### src/rtl/line_rasterizer_assert.svh
// assertion macros for the line rasterizer
`ifndef LINE_RASTERIZER_ASSERT_SVH
`define LINE_RASTERIZER_ASSERT_SVH

// same-cycle implication, sampled on clk, off while arst_n is low
`define LR_ASSERT_NOW(lbl, ante, cons, msg) \
	lbl: assert property (@(posedge clk) disable iff (!arst_n) (ante) |-> (cons)) \
		else $error(msg);

// next-cycle implication, sampled on clk, off while arst_n is low
`define LR_ASSERT_NEXT(lbl, ante, cons, msg) \
	lbl: assert property (@(posedge clk) disable iff (!arst_n) (ante) |=> (cons)) \
		else $error(msg);

`endif

### src/rtl/lr_pkg.sv
// shared types and constants for the line rasterizer
package lr_pkg;

	localparam int COORD_BITS  = 12;
	localparam int DT_BITS     = COORD_BITS + 3;
	// depth must be a power of two, the pointers wrap on their own
	localparam int QUEUE_DEPTH = 4;
	localparam int QPTR_BITS   = $clog2(QUEUE_DEPTH);

	typedef enum logic {
		OP_START = 1'b0,
		OP_STEP  = 1'b1
	} op_t;

	// one classified command, set up in the front and carried out in the back
	typedef struct packed {
		op_t                        op;
		logic [COORD_BITS-1:0]      start_x;
		logic [COORD_BITS-1:0]      start_y;
		logic [COORD_BITS-1:0]      delta_x;
		logic [COORD_BITS-1:0]      delta_y;
		logic                       x_negative;
		logic                       y_negative;
		logic                       y_major;
		logic signed [DT_BITS-1:0]  decision;
	} cmd_t;

	typedef struct packed {
		logic full;
		logic empty;
	} q_status_t;

endpackage

### src/rtl/line_rasterizer.sv
// top level of the bresenham line rasterizer
//
//  channel  handshake             payload
//  req      req_valid/req_stall   op, start_x, start_y, end_x, end_y
//  rsp      rsp_valid/rsp_stall   pixel_x, pixel_y, pixel_valid, last_pixel
//
// one item per clock sustained while rsp_stall is low, one result per item
// a taken item goes to the outputs through the queue write, then the result register
// the queue holds four items; req_stall rises only when it is full
// rsp_stall holds the result register and, once the queue fills, the request side
// reset is immediate, no clearing pass
module line_rasterizer (
	input  logic                          clk,
	input  logic                          arst_n,
	input  logic                          req_valid,
	output logic                          req_stall,
	input  logic                          op,
	input  logic [lr_pkg::COORD_BITS-1:0] start_x,
	input  logic [lr_pkg::COORD_BITS-1:0] start_y,
	input  logic [lr_pkg::COORD_BITS-1:0] end_x,
	input  logic [lr_pkg::COORD_BITS-1:0] end_y,
	output logic                          rsp_valid,
	input  logic                          rsp_stall,
	output logic [lr_pkg::COORD_BITS-1:0] pixel_x,
	output logic [lr_pkg::COORD_BITS-1:0] pixel_y,
	output logic                          pixel_valid,
	output logic                          last_pixel
);
	import lr_pkg::*;

	`include "line_rasterizer_assert.svh"

	// front to queue
	logic      q_push;
	cmd_t      front_cmd;
	// queue to back
	logic      q_pop;
	cmd_t      back_cmd;
	q_status_t q_stat;

	// front: classifies items, works out deltas, directions, major axis and decision term
	lr_front u_front (
		.req_valid (req_valid),
		.req_stall (req_stall),
		.op        (op),
		.start_x   (start_x),
		.start_y   (start_y),
		.end_x     (end_x),
		.end_y     (end_y),
		.q_stat    (q_stat),
		.q_push    (q_push),
		.q_cmd     (front_cmd)
	);

	// decoupling queue so each side can stall on its own
	lr_queue u_queue (
		.clk     (clk),
		.arst_n  (arst_n),
		.push    (q_push),
		.cmd_in  (front_cmd),
		.pop     (q_pop),
		.cmd_out (back_cmd),
		.stat    (q_stat)
	);

	// back: holds the line state, steps one pixel per command, owns the result register
	lr_back u_back (
		.clk         (clk),
		.arst_n      (arst_n),
		.q_cmd       (back_cmd),
		.q_stat      (q_stat),
		.q_pop       (q_pop),
		.rsp_valid   (rsp_valid),
		.rsp_stall   (rsp_stall),
		.pixel_x     (pixel_x),
		.pixel_y     (pixel_y),
		.pixel_valid (pixel_valid),
		.last_pixel  (last_pixel)
	);

	// a step with no line running gives an all-zero result
	`LR_ASSERT_NOW(a_idle_zero, rsp_valid && !pixel_valid,
		!last_pixel && pixel_x == '0 && pixel_y == '0, "idle result not zero")
	// queue can never read full and empty at once
	`LR_ASSERT_NOW(a_q_count, q_stat.full, !q_stat.empty, "queue full and empty together")
	// the back part never pops an empty queue
	`LR_ASSERT_NOW(a_pop_ok, q_pop, !q_stat.empty, "pop from empty queue")

endmodule

### src/rtl/lr_front.sv
// front part: takes items and works out the line setup for start items
module lr_front (
	input  logic                          req_valid,
	output logic                          req_stall,
	input  logic                          op,
	input  logic [lr_pkg::COORD_BITS-1:0] start_x,
	input  logic [lr_pkg::COORD_BITS-1:0] start_y,
	input  logic [lr_pkg::COORD_BITS-1:0] end_x,
	input  logic [lr_pkg::COORD_BITS-1:0] end_y,
	input  lr_pkg::q_status_t             q_stat,
	output logic                          q_push,
	output lr_pkg::cmd_t                  q_cmd
);
	import lr_pkg::*;

	logic [COORD_BITS-1:0] dx, dy, major, minor;
	logic                  xn, yn, ym;

	always_comb begin
		xn    = end_x < start_x;
		yn    = end_y < start_y;
		dx    = xn ? (start_x - end_x) : (end_x - start_x);
		dy    = yn ? (start_y - end_y) : (end_y - start_y);
		ym    = dy > dx;
		major = ym ? dy : dx;
		minor = ym ? dx : dy;
	end

	always_comb begin
		q_cmd.op         = op_t'(op);
		q_cmd.start_x    = start_x;
		q_cmd.start_y    = start_y;
		q_cmd.delta_x    = dx;
		q_cmd.delta_y    = dy;
		q_cmd.x_negative = xn;
		q_cmd.y_negative = yn;
		q_cmd.y_major    = ym;
		// 2*minor - major
		q_cmd.decision   = {2'b00, minor, 1'b0} - {3'b000, major};
	end

	assign req_stall = q_stat.full;
	assign q_push    = req_valid && !q_stat.full;

endmodule

### src/rtl/lr_queue.sv
// short command queue between the front and back parts
module lr_queue (
	input  logic              clk,
	input  logic              arst_n,
	input  logic              push,
	input  lr_pkg::cmd_t      cmd_in,
	input  logic              pop,
	output lr_pkg::cmd_t      cmd_out,
	output lr_pkg::q_status_t stat
);
	import lr_pkg::*;

	cmd_t                 mem_q [QUEUE_DEPTH];
	logic [QPTR_BITS-1:0] wr_ptr_q, rd_ptr_q;
	logic [QPTR_BITS:0]   count_q;

	always_ff @(posedge clk or negedge arst_n) begin
		if (!arst_n) begin
			wr_ptr_q <= '0;
			rd_ptr_q <= '0;
			count_q  <= '0;
		end else begin
			if (push) wr_ptr_q <= wr_ptr_q + 1'b1;
			if (pop)  rd_ptr_q <= rd_ptr_q + 1'b1;
			unique case ({push, pop})
				2'b10:   count_q <= count_q + 1'b1;
				2'b01:   count_q <= count_q - 1'b1;
				default: count_q <= count_q;
			endcase
		end
	end

	always_ff @(posedge clk) begin
		if (push) mem_q[wr_ptr_q] <= cmd_in;
	end

	assign cmd_out    = mem_q[rd_ptr_q];
	assign stat.full  = count_q == (QPTR_BITS+1)'(QUEUE_DEPTH);
	assign stat.empty = count_q == '0;

endmodule

### src/rtl/lr_back.sv
// back part: bresenham stepping state and the result register
module lr_back (
	input  logic                          clk,
	input  logic                          arst_n,
	input  lr_pkg::cmd_t                  q_cmd,
	input  lr_pkg::q_status_t             q_stat,
	output logic                          q_pop,
	output logic                          rsp_valid,
	input  logic                          rsp_stall,
	output logic [lr_pkg::COORD_BITS-1:0] pixel_x,
	output logic [lr_pkg::COORD_BITS-1:0] pixel_y,
	output logic                          pixel_valid,
	output logic                          last_pixel
);
	import lr_pkg::*;

	logic [COORD_BITS-1:0]     cur_x_q, cur_y_q, delta_x_q, delta_y_q, left_q;
	logic                      x_neg_q, y_neg_q, y_major_q, active_q;
	logic signed [DT_BITS-1:0] dec_q;
	logic                      rsp_valid_q;
	logic [COORD_BITS-1:0]     px_q, py_q;
	logic                      pv_q, last_q;

	logic                      load;
	logic [COORD_BITS-1:0]     major, minor, cmd_major, step_x, step_y, nx, ny, n_left;
	logic signed [DT_BITS-1:0] n_dec, minor2, major2;
	logic                      d_pos;

	assign load  = !rsp_valid_q || !rsp_stall;
	assign q_pop = load && !q_stat.empty;

	always_comb begin
		cmd_major = q_cmd.y_major ? q_cmd.delta_y : q_cmd.delta_x;
		major     = y_major_q ? delta_y_q : delta_x_q;
		minor     = y_major_q ? delta_x_q : delta_y_q;
		major2    = {2'b00, major, 1'b0};
		minor2    = {2'b00, minor, 1'b0};
		step_x    = x_neg_q ? (cur_x_q - 1'b1) : (cur_x_q + 1'b1);
		step_y    = y_neg_q ? (cur_y_q - 1'b1) : (cur_y_q + 1'b1);
		d_pos     = !dec_q[DT_BITS-1];
		nx        = cur_x_q;
		ny        = cur_y_q;
		if (y_major_q) begin
			ny = step_y;
			if (d_pos) nx = step_x;
		end else begin
			nx = step_x;
			if (d_pos) ny = step_y;
		end
		n_dec  = d_pos ? (dec_q + minor2 - major2) : (dec_q + minor2);
		n_left = left_q - 1'b1;
	end

	// control state
	always_ff @(posedge clk or negedge arst_n) begin
		if (!arst_n) begin
			active_q    <= 1'b0;
			rsp_valid_q <= 1'b0;
		end else begin
			if (load) rsp_valid_q <= q_pop;
			if (q_pop) begin
				if (q_cmd.op == OP_START) active_q <= cmd_major != '0;
				else if (active_q)        active_q <= n_left != '0;
			end
		end
	end

	// line state and result payload
	always_ff @(posedge clk) begin
		if (q_pop) begin
			if (q_cmd.op == OP_START) begin
				cur_x_q   <= q_cmd.start_x;
				cur_y_q   <= q_cmd.start_y;
				delta_x_q <= q_cmd.delta_x;
				delta_y_q <= q_cmd.delta_y;
				x_neg_q   <= q_cmd.x_negative;
				y_neg_q   <= q_cmd.y_negative;
				y_major_q <= q_cmd.y_major;
				dec_q     <= q_cmd.decision;
				left_q    <= cmd_major;
				px_q      <= q_cmd.start_x;
				py_q      <= q_cmd.start_y;
				pv_q      <= 1'b1;
				last_q    <= cmd_major == '0;
			end else if (active_q) begin
				cur_x_q <= nx;
				cur_y_q <= ny;
				dec_q   <= n_dec;
				left_q  <= n_left;
				px_q    <= nx;
				py_q    <= ny;
				pv_q    <= 1'b1;
				last_q  <= n_left == '0;
			end else begin
				px_q   <= '0;
				py_q   <= '0;
				pv_q   <= 1'b0;
				last_q <= 1'b0;
			end
		end
	end

	assign rsp_valid   = rsp_valid_q;
	assign pixel_x     = px_q;
	assign pixel_y     = py_q;
	assign pixel_valid = pv_q;
	assign last_pixel  = last_q;

endmodule
### config.mk
export PLATFORM = sky130hd
export DESIGN_NAME = line_rasterizer
export DESIGN_NICKNAME = d
export VERILOG_FILES = /design/src/rtl/lr_pkg.sv /design/src/rtl/line_rasterizer.sv /design/src/rtl/lr_front.sv /design/src/rtl/lr_queue.sv /design/src/rtl/lr_back.sv
export VERILOG_INCLUDE_DIRS = /design/src /design/src/rtl
export SDC_FILE = /design/constraint.sdc
export NUM_CORES = 1
export LEC_CHECK = 0
export BUFFER_PORTS_ARGS = -buffer_cell sky130_fd_sc_hd__buf_4
export CAP_MARGIN = 20
export CORE_ASPECT_RATIO = 1.2
export CORE_MARGIN = 1.5
export CORE_UTILIZATION = 40
export DETAILED_ROUTE_END_ITERATION = 10
export GPL_TIMING_DRIVEN = 0
export PLACE_DENSITY = 0.63
export RECOVER_POWER = 25
export SETUP_SLACK_MARGIN = 0.15
export SKIP_LAST_GASP = 1
export SLEW_MARGIN = 30
export SYNTH_ARGS = -nofsm -noshare
export SYNTH_HDL_FRONTEND = slang
export SYNTH_SLANG_ARGS = --single-unit
### constraint.sdc
create_clock -name clk -period 11.9 [get_ports clk]
set_input_delay 0.595 -clock clk [delete_from_list [all_inputs] [get_ports clk]]
set_output_delay 0.595 -clock clk [all_outputs]
set_load 0.05 [all_outputs]
* After elaboration in Yosys (flattened, before gate mapping) *
Memories as Yosys holds them, arrays and structs flattened.
Index checks and enable logic that the tools add are counted.

storage, ports and cells
  register bits after elaboration = 113
  memory bits (writable) = 268
  output and inout bits = 28
  word-level logic and storage cells = 92
  memories kept = 1

memories
  memory         depth  bits a word  rd ports  clocked after memory_dff  wr ports  RTL line        RTL
  u_queue.mem_q  4      67           1         0                         1         lr_queue.sv:13  cmd_t mem_q [QUEUE_DEPTH];

cells by class
  add/sub/neg operators = 16
  order comparisons = 3
  equal/unequal tests = 4
  mux-type cells = 34
  bitwise operators = 1
  reductions and logical operators = 15

operators with widths
  cell                     number
  $mux W12                 23
  $sub A12 B12 Y12         4
  $mux W15                 3
  $sub A12 B1 Y12 const B  3
  $add A12 B1 Y12 const B  2
  $logic_not A12 Y1        2
  $lt A12 B12 Y1           2
  $reduce_bool A12 Y1      2
  $add A15 B14 Y15         1
  $sub A15 B14 Y15         1
  $sub A13 B12 Y14         1
  $gt A12 B12 Y1           1
  $mux W1                  7
  $pmux W3 S2              1
  $add A2 B1 Y2 const B    2
  $logic_not A1 Y1         4
  $reduce_and A2 Y1        2
  $add A3 B1 Y3 const B    1
  $eq A3 B3 Y1 const B     1
  $logic_not A3 Y1         1
  $sub A3 B1 Y3 const B    1
  $eq A2 B1 Y1 const B     1
  $eq A2 B2 Y1 const B     1
  $logic_and A1 B1 Y1      2
  other kinds (4)          4

* Longest topological paths before layout *
  word-level depth = 6
  depth in mapped cells = 35
  mapped depth without buffers = 33

* By module *
From an unflattened synthesis, not the netlist that was laid out.

second synthesis, totals
  cells, all modules = 1573
  area total of the unflattened synthesis = 20817.5 µm²

modules (own cells, without submodules)
  module    times used  cells each  area an instance (µm²)
  lr_queue  1           388         10073.4
  lr_back   1           646         6931.6
  lr_front  1           539         3812.4

* Least setup slack after synthesis *
OpenSTA, ideal clock, no wires.

  kind = input to register
  from = input start_x[9] (netlist bit)
  to = memory u_queue.mem_q[0][12] (netlist bit) (data pin)
  library setup time = 0.180 ns
  arrival = 6.454 ns
  setup slack = 5.265 ns
  cell stages on the path = 28
  buffers on the path = 2
  cell sequence = inv_1 -> ha_1 -> a2111oi_1 -> or2_2 -> o31ai_4 -> inv_2 -> buf_6 -> mux2_4 -> a221o_1 -> a221oi_2 -> xor2_2 -> ha_1 -> a21o_1 -> a21oi_1 -> o221ai_1 -> o21ai_1 -> clkbuf_1 -> mux2i_1 -> ha_1 -> nor2b_1 -> o21ai_0 -> a21boi_0 -> o21ai_0 -> a21oi_1 -> a211o_1 -> a21o_1 -> a21oi_1 -> xor2_1

RTL lines
  what         RTL line               RTL
  from (decl)  line_rasterizer.sv:18  input logic [lr_pkg::COORD_BITS-1:0] start_x,
  to (decl)    lr_queue.sv:13

==> reports/metrics.csv <==
stage,metric,value,unit
outcome,status,"complete, but fails checks",
outcome,violated checks,"max-capacitance violations, max-slew violations",
detailed_routing,residual DRC count,0,
sta,min cycle time layout,7930,ps
global_routing,vias in the first global route,12500,
worst_setup_path,crit path kind,in2reg,
global_routing,"Remaining Overflow, GRT",0,
logic_synthesis,synthesized flop and latch total,372,
logic_synthesis,leading area contributor after synthesis,edfxtp_1,
logic_synthesis,post-synth top area share,55.0,%
floorplanning,die area,50900,um2
sta,setup violators final,0,
final_layout,layout cell share with drive strength beyond 1,12.9,%
logic_synthesis,predominant post-synthesis flop cell,edfxtp_1,
global_routing,first-pass GRT wire length,71600,um
floorplanning,number of I/O pins,81,
logic_synthesis,Post-Syn Area,19800,um2
placement,routability cong.,0.871,
floorplanning,row count,89,
worst_setup_path,CP max stage cell,xnor2_1,
final_layout,number of diodes,0,
worst_setup_path,CP Data Required Time,12200,ps
detailed_routing,Final ANT Viol Nets,0,
cts,TritonCTS clock tree,built,
run,# Max-Cap Violations,1,
floorplanning,initial core utilization,40.4,%
cts,H-Tree Level Count,2,
final_layout,fill count,4348,
worst_setup_path,endpoint type of the worst setup path,flip-flop,
cts,TritonCTS Buffers,40,
logic_synthesis,sequential area share after synthesis,56.1,%
detailed_routing,Final Routed Wirelength,46600,um
final_layout,"most common cell after layout, fill and taps aside",edfxtp_1,
placement,hpwl dp,34100,um
global_routing,All-Layer GR Usage,18.6,%
cts,Root Driver,clkbuf_16,
global_routing,initial antenna violation count,0,
sta,Max Slew Vio Count,27,
sta,final setup TNS,0,ps
logic_synthesis,Synth async-reset ratio,2.42,%
sta,Max Fclk,0.126,GHz
floorplanning,Die Y,247,um
cts,clock transition at the registers of the reported paths,60,ps
cts,Resize count post-CTS,0,
logic_synthesis,Post-Synth XOR/XNOR Area,3.84,%
sta,RSZ-0062 raised after global routing,false,
detailed_routing,1st-pass router iterations,5,
floorplanning,Core Footprint,49100,um2
sta,fin crit share,66.6,%
logic_synthesis,YS warnings,0,
cts,Max Buffers Root-to-Sink,3,
logic_synthesis,"Avg Cell Area, Syn",13.1,um2
cts,"Clk Latency, worst-skew pair",580,ps
global_routing,pin count of the biggest net entering global routing,40,
placement,# port buffers,80,
logic_synthesis,mux contribution to synthesized area,10.8,%
cts,# clock sinks,372,
worst_setup_path,"Arr. time, crit path",8230,ps
sta,Final Hold Violating Endpoints,0,
final_layout,"commonest cells after routing, fill and taps aside","edfxtp_1, ha_1, inv_1, nand2_1, a21oi_1",
worst_setup_path,biggest cell delay along the critical path,800,ps
logic_synthesis,Post-Synthesis Cells,1508,
logic_synthesis,"EDFF count, synth",363,
final_layout,Post-layout nets,1823,
detailed_routing,DR vias,12500,
logic_synthesis,Adder-Cell Fraction of Synth Area,8.58,%
sta,clock skew,23.9,ps
logic_synthesis,post-synth net total,1691,
floorplanning,Die Wd,206,um
detailed_routing,Avg Vias per Cell,5.44,
final_layout,synthesis-to-layout area growth,14.1,%
logic_synthesis,simple logic cell fraction of the synthesized area,7.49,%
detailed_routing,wire length per cell,20.2,um
hold_path,HP Class,in2reg,
detailed_routing,starting DRC count in detailed routing,676,
logic_synthesis,Synth area leaders,"edfxtp_1, ha_1, mux4_2",
sta,relative slew slack,-51.3,%
logic_synthesis,Synth Area in Compound Gates,10.1,%
worst_setup_path,Startpoint Class,primary input,
logic_synthesis,main combinational cell family by area after synthesis,multiplexers,
worst_setup_path,Crit Path Max Fanout,10,
sta,Worst-Margin Slew,2270,ps
logic_synthesis,"Distinct cells, synth",76,
==> sequential cells by signal, summed over array words and instances (netlist names), 2 cells and up <==
name / cells
u_back.left_q: 12
u_back.cur_y_q: 12
u_back.delta_y_q: 12
u_back.cur_x_q: 12
u_back.pixel_y: 12
u_queue.rd_ptr_q: 2
u_back.dec_q: 14
u_queue.mem_q: 260
u_queue.count_q: 3
u_back.pixel_x: 12
u_back.delta_x_q: 12
u_queue.wr_ptr_q: 2
==> what timing repair did <==
action                                 CTS  global route
endpoints found under the hold margin    9             0
setup buffers                            0             0
hold buffers                             1             0
==> synth_stat cells, types with 12 or more instances <==
cell type	instances
edfxtp_1	363
ha_1	120
inv_1	100
nand2_1	98
a21oi_1	95
nor2_1	94
o21ai_0	76
mux4_2	64
xnor2_1	55
mux2i_1	47
a21o_1	37
clkbuf_1	31
xor2_1	30
and2_1	27
nor3_1	27
mux2_2	18
a31oi_1	16
buf_1	14
a211oi_1	13
nand3_1	12
o21bai_1	12
==> final cells by class <==
type                    instances  area [um2]  area share, %
inverters                     101         379           1.68
well taps                     637         797           3.52
plain buffers                  53         224          0.990
flip-flops and latches        372       11100           49.2
clock inverters                27         317           1.40
clock buffers                  46        1080           4.76
repair buffers                 90         588           2.60
multi-input cells             982        8120           35.9
==> worst max-delay path: cells and delay by family <==
kind,cells,cell delay [ps]
buf+inv,4,1310
compound gates,16,3230
fa+ha+maj,3,1160
simple gates,3,420
mux,1,260
xor+xnor,2,1220
==> metrics by stage <==
| stage | util, % | setup WS, ps | hold WS (ps) | area (um2) | cells |
|---|---|---|---|---|---|
| 4_1_cts | 46.5 | 4190 | 198 | 22800 | 2307 |
| 5_1_grt | 46.1 | 3300 | 239 | 22600 | 2308 |
| 6_report | 46.1 | 3970 | 232 | 22600 | 2308 |
| 2_1_floorplan | - | 5270 | 299 | 19800 | 1508 |
| 3_5_place_dp | 43.6 | 3650 | 441 | 21400 | 2233 |
| 3_3_place_gp | 43.2 | 3740 | 437 | 21200 | 2225 |
==> kinds of logic (layout without fill, tap and decap cells) <==
| kind of cell | count (synthesis) | in the layout |
|---|---|---|
| flops | 372 | 372 |
| mux | 131 | 131 |
| fa+ha+maj | 130 | 130 |
| simple gates | 319 | 319 |
| xor+xnor | 86 | 86 |
| buf+inv | 154 | 317 |
| compound gates | 316 | 316 |
==> per-layer routing <==
layer | global-route usage [%] | share of wire, % | vias up | wire length, um
li1 | - | - | 5944 | -
met1 | 24.1 | 43 | 6249 | 20200
met2 | 31.8 | 49 | 290 | 23100
met3 | 2.74 | 4.7 | 66 | 2180
met4 | 6.24 | 2.6 | 0 | 1200
met5 | 0 | 0 | - | 0
==> path summary, 6_finish.rpt <==
check | endpoint | from | slack (ps) | depth (start not counted)
max in group asynchronous | u_queue.count_q[2] | arst_n | 10920 | 2
max | u_queue.mem_q[0][12] | start_y[1] | 3970 | 29
min | u_back.rsp_valid | rsp_stall | 230 | 3
max reg2reg | u_back.dec_q[14] | u_back.y_major_q | 6900 | 18
min reg2reg | u_queue.count_q[2] | u_queue.count_q[2] | 490 | 1
min in group asynchronous | u_queue.wr_ptr_q[0] | arst_n | 560 | 2
Power is not shown: default switching activity piles up to over one toggle a cycle in this logic, so the estimate is an artifact.
